$ cat src/rtl/gjr_pkg.sv
// Shared constants, state type and helper functions for the Gauss-Jordan reducer.
`timescale 1ns / 1ps
`default_nettype none
package gjr_pkg;

  localparam int MAX_ROWS  = 8;
  localparam int MAX_COLS  = 8;
  localparam int ROW_W     = 3;
  localparam int COL_W     = 3;
  localparam int CNT_W     = 4;
  localparam int ADDR_W    = ROW_W + COL_W;
  localparam int DEPTH     = MAX_ROWS * MAX_COLS;
  localparam int TOL_W     = 63;
  localparam int CFG_IDX_W = 2;
  localparam int CFG_DAT_W = 63;

  localparam logic [CFG_IDX_W-1:0] REG_TOL  = 2'd0;
  localparam logic [CFG_IDX_W-1:0] REG_ROWS = 2'd1;
  localparam logic [CFG_IDX_W-1:0] REG_COLS = 2'd2;

  typedef enum logic [4:0] {
    ST_IDLE,
    ST_COL,
    ST_SRD,
    ST_SMUL,
    ST_SCMP,
    ST_DEC,
    ST_PRD,
    ST_PLAT,
    ST_DRD,
    ST_DGO,
    ST_DWAIT,
    ST_ERD,
    ST_EF,
    ST_EA,
    ST_EM,
    ST_ET,
    ST_EW,
    ST_ORD,
    ST_OLD,
    ST_OWAIT
  } gjr_state_t;

  // clamp an active size register to 1..maxv
  function automatic logic [CNT_W-1:0] act_cnt(input logic [CNT_W-1:0] v,
                                               input logic [CNT_W-1:0] maxv);
    logic [CNT_W-1:0] res;
    if (v == '0) res = CNT_W'(1);
    else if (v > maxv) res = maxv;
    else res = v;
    return res;
  endfunction

  function automatic logic [31:0] sat32(input logic signed [63:0] v);
    logic [31:0] res;
    if (v > 64'sd2147483647) res = 32'h7FFF_FFFF;
    else if (v < -64'sd2147483648) res = 32'h8000_0000;
    else res = v[31:0];
    return res;
  endfunction

endpackage
`default_nettype wire

$ cat src/rtl/gjr_div.sv
// Bit-serial signed divider: (num * 65536) / den, truncated, saturated to 32 bits.
`timescale 1ns / 1ps
`default_nettype none
module gjr_div import gjr_pkg::*; (
  input  wire logic        clk,
  input  wire logic        rst_n,
  input  wire logic        start,
  input  wire logic [31:0] num,
  input  wire logic [31:0] den,
  output logic             done,
  output logic [31:0]      quot
);

  localparam int QW = 48;

  logic          busy_r, busy_nxt;
  logic          fin_r, fin_nxt;
  logic [5:0]    cnt_r, cnt_nxt;
  logic [QW-1:0] quo_r, quo_nxt;
  logic [31:0]   rem_r, rem_nxt;
  logic [31:0]   dmag_r, dmag_nxt;
  logic          neg_r, neg_nxt;

  logic signed [QW-1:0] a_s;
  logic [32:0]          trial;
  logic                 ge;
  logic signed [48:0]   q_s;

  always_comb begin
    a_s   = signed'({num, 16'h0000});
    trial = {rem_r, quo_r[QW-1]};
    ge    = trial >= {1'b0, dmag_r};
    busy_nxt = busy_r;
    fin_nxt  = 1'b0;
    cnt_nxt  = cnt_r;
    quo_nxt  = quo_r;
    rem_nxt  = rem_r;
    dmag_nxt = dmag_r;
    neg_nxt  = neg_r;
    if (start) begin
      busy_nxt = 1'b1;
      cnt_nxt  = '0;
      quo_nxt  = a_s[QW-1] ? QW'(-a_s) : QW'(a_s);
      rem_nxt  = '0;
      dmag_nxt = den[31] ? 32'(-signed'(den)) : den;
      neg_nxt  = num[31] ^ den[31];
    end else if (busy_r) begin
      rem_nxt = ge ? 32'(trial - {1'b0, dmag_r}) : trial[31:0];
      quo_nxt = {quo_r[QW-2:0], ge};
      cnt_nxt = cnt_r + 6'd1;
      if (cnt_r == 6'(QW - 1)) begin
        busy_nxt = 1'b0;
        fin_nxt  = 1'b1;
      end
    end
  end

  always_ff @(posedge clk) begin
    if (!rst_n) begin
      busy_r <= 1'b0;
      fin_r  <= 1'b0;
    end else begin
      busy_r <= busy_nxt;
      fin_r  <= fin_nxt;
    end
    cnt_r  <= cnt_nxt;
    quo_r  <= quo_nxt;
    rem_r  <= rem_nxt;
    dmag_r <= dmag_nxt;
    neg_r  <= neg_nxt;
  end

  always_comb begin
    q_s  = neg_r ? -signed'({1'b0, quo_r}) : signed'({1'b0, quo_r});
    quot = sat32(64'(q_s));
    done = fin_r;
  end

endmodule
`default_nettype wire
$ cat config.mk
export PLATFORM = sky130hd
export DESIGN_NAME = gjr_div
export DESIGN_NICKNAME = d
export VERILOG_FILES = /design/src/rtl/gjr_pkg.sv /design/src/rtl/gjr_div.sv
export SDC_FILE = /design/constraint.sdc
export NUM_CORES = 1
export LEC_CHECK = 0
export ABC_AREA = 1
export ABC_CLOCK_PERIOD_IN_PS = 2500
export BUFFER_PORTS_ARGS = -buffer_cell sky130_fd_sc_hd__buf_2
export CAP_MARGIN = 20
export CORE_AREA = 5 5 145 147
export CTS_CLUSTER_SIZE = 40
export DETAILED_ROUTE_END_ITERATION = 16
export DIE_AREA = 0 0 150 152
export HOLD_SLACK_MARGIN = 0.15
export PLACE_DENSITY = 0.88
export SLEW_MARGIN = 5
export SYNTH_ARGS = -nofsm -noshare
export SYNTH_HDL_FRONTEND = slang
export SYNTH_SLANG_ARGS = --single-unit
$ cat constraint.sdc
create_clock -name clk -period 2.5 [get_ports clk]
set_input_delay 0 -clock clk [delete_from_list [all_inputs] [get_ports clk]]
set_output_delay 0 -clock clk [all_outputs]
set_load 0.01 [all_outputs]
# Yosys cells after proc, flatten, opt, wreduce, memory -nomap -nowiden
# Cells that the tools add are included.
# op_classes
bitwise,3
n_eq_ne,1
n_reduce_logical,2
addsub,5
muxes,12
magnitude_cmp,3
# ops
cell,count
$mux 48,3
$mux 32,3
$gt 49x32->1 const B,1
$lt 49x32->1 const B,1
$mux 49,1
$neg 48->49,1
$neg 48->48,1
$ge 33x32->1,1
$neg 32->32,1
$sub 32x32->32,1
$mux 31,1
$add 6x1->6 const B,1
$eq 6x6->1 const B,1
$mux 1,4
$reduce_or 3->1,1
$not 1->1,2
$reduce_bool 2->1,1
$xor 1x1->1,1
# word_totals
wordCells,34
reg_bits,121
inputBits,67
out_inout_bits,33

# Depth between registers and ports, before layout
# Gate-level depths: netlist of the first run.
# logic_depth
ltp_word,5
ltp_mapped,19
mapped_depth_nobuf,18

# Worst setup path before layout of the first run
# OpenSTA, ideal clock, no wires.
# synth_timing
kind,register to register
start,reg busy_r
end,"reg quo_r[0], enable pin"
path_stages_with_launch,4
slack_ns,0.018
t_arrival_ns,2.053
required_time_ns,2.071
setup_time_ns,0.429
n_path_buf,1
period_less_slack_ns,2.482
path_cell_list,dfxtp_1 > nor2_1 > inv_1 > clkbuf_1
# synth_via
elab_chain_len,1
# synth_rtl
item,line,source
from (decl),gjr_div.sv:16,"logic busy_r, busy_nxt;"
from (signal assigned),gjr_div.sv:63,busy_r <= busy_nxt;
$reduce_bool 2->1 (no line),--,
to (signal assigned),gjr_div.sv:67,quo_r <= quo_nxt;
to (decl),gjr_div.sv:19,"logic [QW-1:0] quo_r, quo_nxt;"
# No other way between the ends.
# A chain may end at the register's enable or synchronous reset.

# Worst setup path in the final report of the first run
# layout_timing
start,reg quo_r[15]
end,out quot[21]
# layout_via
elab_chain_len,5
# layout_rtl
item,line,source
$neg 48->49,gjr_div.sv:74,"q_s = neg_r ? -signed'({1'b0, quo_r}) : signed'({1'b0, quo_r});"
$mux 49 (*),gjr_div.sv:74,
$lt 49x32->1,gjr_pkg.sv:57,else if (v < -64'sd2147483648) res = 32'h8000_0000;
$mux 32,gjr_pkg.sv:57,
$mux 32 (*),gjr_pkg.sv:56,if (v > 64'sd2147483647) res = 32'h7FFF_FFFF;
to (decl),gjr_div.sv:11,output logic [31:0] quot
# Every way passes the cells marked *; elsewhere a longest branch is shown, timed or not.

==> results by group, run 1 <==
Clocking
  – Sink Count: 121
  – Latest clock arrival within the worst-skew pair: roughly 0.43 ns
  – Root Buffer Master: clkbuf_16
  – CTS clk-pin slew, worst paths: roughly 0.06 ns
  – TritonCTS Buffers: 17
  – Max Buffers Root-to-Sink: 2
  – CTS tree: built
  – CTS H-tree depth: 4

Die
  – Num rows: 52
  – Die Height: 152 µm
  – Die area: about 23,000 µm²
  – Io pins: 100
  – CORE AREA: about 20,000 µm²
  – Starting density of the core: 0.532
  – Die width: ~150 µm

Placement
  – Placer congestion estimate: a little over 1
  – Port bufs: between 90 and 100
  – DP Area: roughly 12,000 µm²
  – DP Worst Slack: -0.154 ns
  – Placed insts: a little over 2,000
  – Detail Placement HPWL: about 24,000 µm

GRT
  – First-pass GRT wire length: about 57,000 µm
  – Vias in the first global route: around 12,000
  – Pin count of the biggest net entering global routing: 48
  – Initial antenna violation count: 1
  – Total Routing Usage GR: 0.308
  – Overflow after GRT: 0

Timing
  – Least-Margin Pin Slew: 0.488 ns
  – Clk_skew: 0.0105 ns
  – Crit path time final: 3.24 ns
  – Final worst slack: -0.743 ns
  – RSZ-0062 raised after global routing: true
  – Slew Viols, Final: 0
  – Part of the cycle the worst path needs: 1.30
  – Setup TNS: -19.98 ns
  – Final Hold Viols: 0
  – Slew margin rel.: 0.675
  – Peak Freq: 308 MHz
  – Final setup viols: 31
  – Worst hold slack: ~0.18 ns

Synthesis
  – Synth top cells by count: 484 x nand2_1, 217 x nor2_1, 210 x inv_1
  – EDFF count, synth: 81
  – Mapped cell area: 10,500 µm²
  – Synth area leader: edfxtp_1
  – Main flop type after synthesis: edfxtp_1
  – Distinct cells, synth: 45
  – Ys async rst share: 0
  – Ys Warns: 0
  – Syn_nets: around 1,800
  – Post-synthesis register bit count: 121
  – Largest cells by area after synthesis: edfxtp_1 23%, nand2_1 17%, nor2_1 7.7%, dfxtp_1 7.6%, inv_1 7.5%
  – Register area share after synthesis: 0.307
  – Count leader, synth: nand2_1
  – Avg Inst Size Synth: roughly 6.4 µm²
  – Post-Syn Instances: around 1,600
  – Synth top area share: 0.231

Power
  – Pwr Density: slightly below 500 nW/µm²
  – Psw: between 2 and 2.5 mW
  – P_int: 4.68 mW
  – Total power: around 7.1 mW
  – Sequential share of power: 0.347
  – LEAKAGE: 6.76 nW
  – Clk pwr share: 0.346
  – Sw Share: 0.344
  – Peak VDD IR: 0.492 mV
  – Combinational share of power: 0.307

Setup path
  – WP data required: 2.50 ns
  – Crit. End Element: output port
  – Reg-to-reg endpoint: rem_r[31]$_SDFFE_PP0P_
  – Reg2reg setup slack: 0.07 ns
  – Startpoint types: register
  – Critical path class: register to output port
  – Arrival @ worst endpoint: around 3.2 ns
  – Crit path to: quot[21]
  – Reg2Reg Depth: 15
  – Setup crit start: quo_r[15]$_SDFFCE_PP0P_
  – CP Max Fanout: 7
  – Worst R2R Start: dmag_r[1]$_DFFE_PP_

Flow run
  – Max_cap viols: 0

Routing
  – Post-DRT Antenna Nets: 0
  – Final WL: around 38,000 µm
  – DR iter-0 viols: 1,373
  – Routed vias: ~13,000
  – Drt drc: 0
  – Routed len/inst: about 17 µm
  – DRT Pass-1 Iters: 10
  – Drt via density: between 5 and 6

Status
  – Failing checks: setup timing
  – Outcome: finished with violations

Cells and area
  – Non-Filler Instances: ~2,200
  – Nets: about 2,000
  – Final instance area: 14,400 µm²
  – Share of cells above drive strength 1: 0.212
  – Area Overhead vs Synth: 36.5%
  – Final core occ: 0.726
  – Filler instances: between 1,000 and 1,500

Min path
  – Hold WC Path Type: input port to register
  – Min-delay src: num[1]
## worst min-delay path by stage
stage / endpoint / cells after the start
after global placement: dmag_r[0]$_DFFE_PP_ / 1
after CTS: quo_r[17]$_DFFE_PP_ / 5
after detailed placement: dmag_r[0]$_DFFE_PP_ / 1
after global routing: quo_r[17]$_DFFE_PP_ / 5
after floorplan: dmag_r[0]$_DFFE_PP_ / 0
final: quo_r[17]$_DFFE_PP_ / 5
## placed cells by master, fill, tap and decap left out, drive strengths merged, types with 3 or more instances in the layout
cell	netlist	layout
clkbuf	23	20
nand3	160	160
xnor2	27	27
xor2	47	47
o21ai	114	114
a31oi	4	4
clkinv	2	11
o31ai	4	4
nand4	19	19
clkinvlp	0	3
ha	36	36
buf	21	219
o211ai	3	3
o21bai	3	3
a21oi	51	51
nand2	506	506
o21a	3	3
dfxtp	40	40
nor4	6	6
nor2	228	228
nand3b	23	23
edfxtp	81	81
nor3	21	21
inv	211	212
dlygate4sd3	0	72
## kinds of logic after synthesis
family | count (synthesis) | synth area share
AND/OR/NAND/NOR | 966 | 0.393
buffers and inverters | 257 | 0.0958
AO/OA/AOI/OAI | 192 | 0.0978
flip-flops | 121 | 0.307
XOR/XNOR | 74 | 0.0616
adder cells (fa/ha/maj) | 37 | 0.0447
## metal layers
metal | GRT usage | routed length, µm | vias up
met5 | 0 | 0 | -
met4 | 0.166 | 2260 | 0
met3 | 0.0572 | 3280 | 220
met2 | 0.528 | 18500 | 800
met1 | 0.360 | 14100 | 5675
li1 | - | - | 5868
## power by group through the flow
| stage | combinational [mW] | sequential (mW) | clock (mW) |
|---|---|---|---|
| after global placement | 1.57 | 2.49 | 0 |
| after detailed placement | 1.60 | 2.50 | 0 |
| after floorplan | 1.05 | 2.45 | 0 |
| final | 2.19 | 2.48 | 2.47 |
| after CTS | 1.88 | 2.46 | 2.46 |
| after global routing | 2.37 | 2.48 | 2.58 |
## worst max-delay path: stages (launching register included)
cell,delay (ns)
edfxtp_1,0.50
nor2_1,0.22
nand2_1,0.09
nor2_2,0.17
nand2_1,0.14
nand2_4,0.13
nand2_1,0.06
nand2_1,0.10
nand3_1,0.19
nor2_1,0.16
nand2_1,0.07
nor2_2,0.14
nand2_1,0.09
nand3_2,0.08
nand3_4,0.19
buf_12,0.21
nand2_2,0.14
buf_6,0.13
## area by class of cell
class | count | area [µm²] | area share
repair buffers | 294 | 2540 | 0.177
well taps | 270 | 338 | 0.0235
diodes | 1 | 2.50 | 0.000174
inverters | 213 | 800 | 0.0557
multi-input cells | 1269 | 6870 | 0.478
flip-flops and latches | 121 | 3230 | 0.225
clock inverters | 15 | 153 | 0.0106
clock buffers | 17 | 425 | 0.0296
## registers in the layout, summed over array words and instances, names as in the netlist
register,flops
done,1
cnt_r,6
neg_r,1
quo_r,48
rem_r,32
dmag_r,32
busy_r,1
## what timing repair did
action                                 in CTS  in global routing
endpoints found under the hold margin      82                  0
setup buffers                              30                 12
pin swaps                                  22                 33
cloned                                      3                  3
setup endpoints to repair                  38                 75
hold buffers                               72                  0
gates resized for setup                    68                140
Note: power is estimated with default switching activity, not from simulation.
==> inputs of run 2 (changes only) <==
ABC_CLOCK_PERIOD_IN_PS = default   (was 2500)
GPL_TIMING_DRIVEN = 1   (was default)
clock period = 2.74 ns   (was 2.5 ns; I/O delays follow)
==> run 2 against run 1 <==
  * The flow still finishes with violations (setup timing)
  * Critical path depth is 1 higher
  * Clock power down 8.5%
  * Via count down 3.3%
  * Design area down 4.4%
  * Clock skew about the same
  * Routed wire length decreased by 3.5%
  * Cell count shrank 1.5%
  * Combinational power decreased by 16%
  * Sequential power shrank 9.3%
  * Sequential share of layout area up 1.0 points
  * Flip-flop and latch count is the same
  * Highest routed layer unchanged
==> results by group, run 2 (same netlist as run 1, synthesis figures left out) <==
Die
  – Die width: 150 µm
  – Num rows: 52
  – Die Height: about 150 µm
  – CORE AREA: roughly 20,000 µm²
  – Starting density of the core: 0.532
  – Die area: 22,800 µm²
  – Io pins: 100

Clocking
  – Root Buffer Master: clkbuf_16
  – CTS tree: built
  – CTS H-tree depth: 4
  – TritonCTS Buffers: 17
  – CTS clk-pin slew, worst paths: approximately 0.060 ns
  – Sink Count: between 100 and 150
  – Max Buffers Root-to-Sink: 2
  – Latest clock arrival within the worst-skew pair: approximately 0.42 ns

Cells and area
  – Share of cells above drive strength 1: 0.188
  – Regs by FF count: quo_r x48, dmag_r x32, rem_r x32
  – Commonest non-fill, non-tap cell in the layout: nand2_1
  – Non-Filler Instances: about 2,200
  – Final instance area: around 14,000 µm²
  – Nets: 1,984
  – Area Overhead vs Synth: 30.5%
  – Multi-input gate area: slightly below 7000 µm²
  – Top reg by flops: quo_r
  – Most frequent cells in the layout: 448 x nand2_1, 206 x inv_1, 180 x nor2_1
  – Register area: between 3000 and 4000 µm²
  – Flip-flop count of the largest register after layout: 48
  – Filler instances: roughly 1,600

Timing
  – Part of the cycle the worst path needs: 1.06
  – Slew Viols, Final: 0
  – Least-Margin Pin Slew: 0.590 ns
  – RSZ-0062 raised after global routing: true
  – Slew margin rel.: 0.603
  – Worst hold slack: ~0.19 ns
  – Clk_skew: approximately 0.011 ns
  – Crit path time final: 2.91 ns
  – Peak Freq: about 340 MHz
  – Final Hold Viols: 0
  – Final worst slack: -0.170 ns
  – Final setup viols: 31

Placement
  – DP Worst Slack: -0.00565 ns
  – Placed insts: 2,002
  – Port bufs: 99
  – Detail Placement HPWL: ~25,000 µm
  – Placer congestion estimate: between 1 and 1.5
  – DP Area: 11,400 µm²

Routing
  – Routed len/inst: 17.0 µm
  – DR iter-0 viols: roughly 1,200
  – DRT Pass-1 Iters: 7
  – Drt drc: 0
  – Final WL: 36,800 µm
  – Routed vias: around 12,000
  – Post-DRT Antenna Nets: 0
  – Drt via density: 5.61

GRT
  – Vias in the first global route: around 12,000
  – Pin count of the biggest net entering global routing: between 50 and 60
  – First-pass GRT wire length: about 58,000 µm
  – Total Routing Usage GR: 0.314
  – Initial antenna violation count: 3
  – Overflow after GRT: 0

Setup path
  – Crit. End Element: output port
  – WP data required: 2.74 ns
  – Startpoint types: register
  – Arrival @ worst endpoint: 2.91 ns
  – CP Max Fanout: 8
  – Critical path class: register to output port

Power
  – Total power: about 6.3 mW
  – Peak VDD IR: between 0.4 and 0.5 mV
  – Pwr Density: ~460 nW/µm²
  – LEAKAGE: around 6.5 nW

Status
  – Failing checks: setup timing
  – Outcome: finished with violations

Flow run
  – Max_cap viols: 0

Min path
  – Hold WC Path Type: input port to register
-- run 2: changes by cell type in the layout (fill, tap and decap cells not counted), sizes merged --
| cell | delta |
|---|---|
| buf | -41 |
| clkinv | -3 |
| clkinvlp | +1 |
| diode | +2 |
| dlygate4sd3 | +2 |
| inv | +1 |
| nand2 | +1 |
| nand3 | +3 |
-- run 2: cell type report --
class                   instances  share of cell area
repair buffers                254               0.145
inverters                     213              0.0582
diodes                          3            0.000546
clock buffers                  18              0.0320
clock inverters                14              0.0108
flip-flops and latches        121               0.235
well taps                     270              0.0246
multi-input cells            1273               0.493
-- run 2: per-layer routing --
layer	GRT usage	vias to the layer above	routed length, µm
met5	0	-	0
met4	0.153	0	1950
met3	0.0536	163	2860
met2	0.548	678	18300
met1	0.370	5496	13800
li1	-	5808	-
-- run 2: through the flow --
| step | setup TNS [ns] | util |
|---|---|---|
| floorplan | 0 | - |
| global placement | 0 | 0.576 |
| detailed placement | -0.00565 | 0.576 |
| CTS | -2.21 | 0.672 |
| global route | -8.97 | 0.695 |
| finish | -4.28 | 0.695 |
-- run 2: worst max-delay path, stage by stage, from the launching register on --
cell	delay [ns]
edfxtp_1	0.44
buf_6	0.16
nor2_4	0.14
nand2_2	0.09
nor2_2	0.12
nand2_1	0.09
nand2_2	0.10
nand2_2	0.09
nor2_4	0.16
nand3_2	0.09
nand2_2	0.09
nand3_1	0.10
nor2_1	0.13
nand2_1	0.11
nand2_4	0.15
clkbuf_16	0.17
nand2_1	0.05
nand2_1	0.07
buf_2	0.13
-- run 2: path summary, 6_finish.rpt --
| path | start | to | slack, ns | cells after the start |
|---|---|---|---|---|
| max reg2reg | quo_r[47]$_DFFE_PP_ | rem_r[28]$_SDFFE_PP0P_ | 0.19 | 15 |
| min | num[31] | neg_r$_DFFE_PP_ | 0.19 | 2 |
| max | quo_r[6]$_SDFFCE_PP0P_ | quot[19] | -0.17 | 18 |
| min reg2reg | rem_r[27]$_SDFFE_PP0P_ | rem_r[27]$_SDFFE_PP0P_ | 0.47 | 2 |
-- run 2: repair_timing --
item | 4_1_cts | 5_1_grt
pin swaps | 31 | 29
setup buffers | 25 | 23
gates resized for setup | 89 | 64
hold buffers | 74 | 0
endpoints found under the hold margin | 67 | 0
cloned | 4 | 3
setup endpoints to repair | 32 | 45
-- run 2: power breakdown --
group / leakage (nW) / switching, mW / internal (mW)
Combinational: 5.10 / 1.13 / 0.692
Sequential: 1.15 / 0.131 / 2.12
Clock: 0.279 / 0.891 / 1.37
==> inputs of run 3 (changes only) <==
CORE_AREA = 5 5 142 144   (was 5 5 145 147)
DIE_AREA = 0 0 147 149   (was 0 0 150 152)
clock period = 3.4 ns   (was 2.74 ns; I/O delays follow)
==> run 3 against run 2 <==
  * The flow now finishes without violations
  * Worst setup slack gained 0.34 ns
  * Routed wire length shrank 7.4%
  * Worst hold slack gained 0.18 ns
  * Clock-buffer cell count grew 3
==> results by group, run 3 (same netlist as run 1, synthesis figures left out) <==
Timing
  – Final setup viols: 0
  – Part of the cycle the worst path needs: 0.951
  – Final Hold Viols: 0
  – Clk_skew: roughly 0.013 ns
  – Crit path time final: about 3.2 ns
  – Peak Freq: a little over 300 MHz
  – RSZ-0062 raised after global routing: true
  – Least-Margin Pin Slew: about 0.83 ns
  – Slew Viols, Final: 0
  – Setup TNS: 0 ns
  – Slew margin rel.: 0.448

Clocking
  – Root Buffer Master: clkbuf_16
  – CTS clk-pin slew, worst paths: about 0.060 ns
  – Sink Count: 121
  – Max Buffers Root-to-Sink: 2
  – Setup bufs post-CTS: 0
  – CTS tree: built
  – TritonCTS Buffers: 17
  – Latest clock arrival within the worst-skew pair: ~0.43 ns
  – CTS H-tree depth: 4

Cells and area
  – Filler instances: between 1,500 and 2,000
  – Share of cells above drive strength 1: 0.106
  – Most frequent cells in the layout: 483 x nand2_1, 216 x nor2_1, 209 x inv_1
  – Final core occ: 0.681
  – Regs by FF count: quo_r x48, dmag_r x32, rem_r x32
  – Nets: 1,919
  – Final instance area: about 13,000 µm²
  – Commonest non-fill, non-tap cell in the layout: nand2_1
  – Flip-flop count of the largest register after layout: 48
  – Top reg by flops: quo_r
  – Area Overhead vs Synth: 20.2%

GRT
  – Pin count of the biggest net entering global routing: 69
  – First-pass GRT wire length: roughly 55,000 µm
  – Overflow after GRT: 0
  – Total Routing Usage GR: 0.306
  – Vias in the first global route: roughly 11,000
  – Initial antenna violation count: 1

Min path
  – Hold Crit Depth: 2
  – Hold WC Path Type: input port to register
  – Hold Path End: dmag_r[0]$_DFFE_PP_
  – Min-delay src: den[0]

Status
  – Outcome: finished, final reports clean

Die
  – Die width: 147 µm
  – Die Height: between 100 and 150 µm
  – Die area: roughly 22,000 µm²
  – Io pins: 100
  – Starting density of the core: 0.566
  – CORE AREA: roughly 19,000 µm²
  – Num rows: 50

Setup path
  – Critical path class: register to output port
  – Worst R2R Start: dmag_r[0]$_DFFE_PP_
  – Top cell by count, worst path: nor2_1
  – Critical path cell sequence: inv_1 > nor2_1 > xor2_1 > nand3_1 > nor2_1 > nand2_1 > nor2_1 > nand2_1 > nor2_1 > nand2_1 > nor2_1 > nand2_2 > nand3_2 > nand2_1 > buf_2
  – Reg2Reg Depth: 13
  – Reg-to-reg endpoint: rem_r[28]$_SDFFE_PP0P_
  – CP max-delay cell: edfxtp_1
  – Arrival @ worst endpoint: 3.23 ns
  – Crit path largest cell delay: approximately 0.68 ns
  – Reg2reg setup slack: roughly 0.34 ns
  – Startpoint types: register
  – WP data required: between 3 and 4 ns
  – CP Max Fanout: 12
  – Crit. End Element: output port

Power
  – Clk pwr share: 0.368
  – Psw: 1.63 mW
  – P_int: 3.18 mW
  – Combinational share of power: 0.252
  – Sw Share: 0.338
  – Peak VDD IR: 0.353 mV
  – Pwr Density: 380 nW/µm²
  – LEAKAGE: between 6 and 7 nW
  – Total power: slightly below 5 mW
  – Sequential share of power: 0.380

Routing
  – Final WL: around 34,000 µm
  – Drt drc: 0
  – DR iter-0 viols: roughly 1,300
  – Routed vias: around 12,000
  – DRT Pass-1 Iters: 6
  – Post-DRT Antenna Nets: 0
  – Drt via density: ~5.7
  – Routed len/inst: approximately 17 µm

Placement
  – DP Area: 11,200 µm²
  – Port bufs: 99
  – Placer congestion estimate: 0.956
  – Detail Placement HPWL: ~23,000 µm

Flow run
  – Max_cap viols: 0
[run 3: power by group through the flow]
stage | clock network, mW | logic, mW | registers (mW)
floorplan | 0 | 0.774 | 1.80
finish | 1.77 | 1.21 | 1.83
detailed placement | 0 | 1.07 | 1.85
global route | 1.84 | 1.35 | 1.84
global placement | 0 | 1.05 | 1.85
CTS | 1.76 | 1.16 | 1.82
[run 3: area by class of cell]
type / count / area, µm² / area share
clock buffer: 21 / 492 / 0.0389
clock inverter: 11 / 86.3 / 0.00683
multi-input combinational: 1272 / 6360 / 0.503
antenna: 2 / 5.00 / 0.000396
timing repair buffer: 190 / 1380 / 0.109
sequential: 121 / 3230 / 0.256
tap: 234 / 293 / 0.0231
inverter: 213 / 800 / 0.0632
[run 3: repair_timing]
item | CTS | global route
gates resized for setup | 0 | 9
hold endpoints to repair | 85 | 0
endpoints found under the setup margin | 0 | 32
hold buffers | 79 | 0
[run 3: routing by layer]
| layer | global-route usage | wire length [µm] |
|---|---|---|
| met5 | 0 | 0 |
| met2 | 0.548 | 16800 |
| met1 | 0.362 | 13300 |
| met4 | 0.147 | 1610 |
| met3 | 0.0425 | 2450 |
[run 3: stage by stage]
step           hold WS (ns)  setup WS, ns  std cells
3_5_place_dp          0.227         0.459       1948
2_1_floorplan        0.0989         0.918       1647
4_1_cts               0.323         0.148       2059
3_3_place_gp          0.220         0.462       1948
5_1_grt               0.388       -0.0240       2063
6_report              0.369         0.167       2064
[run 3: worst max-delay path by stage]
| stage | start | cells after the start | to |
|---|---|---|---|
| finish | neg_r$_DFFE_PP_ | 15 | quot[13] |
| floorplan | busy_r$_SDFF_PN0_ | 3 | quo_r[0]$_SDFFCE_PP0P_ |
| CTS | quo_r[24]$_DFFE_PP_ | 14 | quot[0] |
| detailed placement | quo_r[47]$_DFFE_PP_ | 13 | rem_r[28]$_SDFFE_PP0P_ |
| global placement | dmag_r[0]$_DFFE_PP_ | 12 | rem_r[28]$_SDFFE_PP0P_ |
| global route | quo_r[0]$_SDFFCE_PP0P_ | 18 | quot[18] |
[run 3: worst max-delay path, delay by kind of cell, from the launching register on]
kind | cells | cell delay, ns
buffers and inverters | 2 | 0.33
xor gates and xnor gates | 1 | 0.27
DFF | 1 | 0.68
and+or+nand+nor | 12 | 1.52
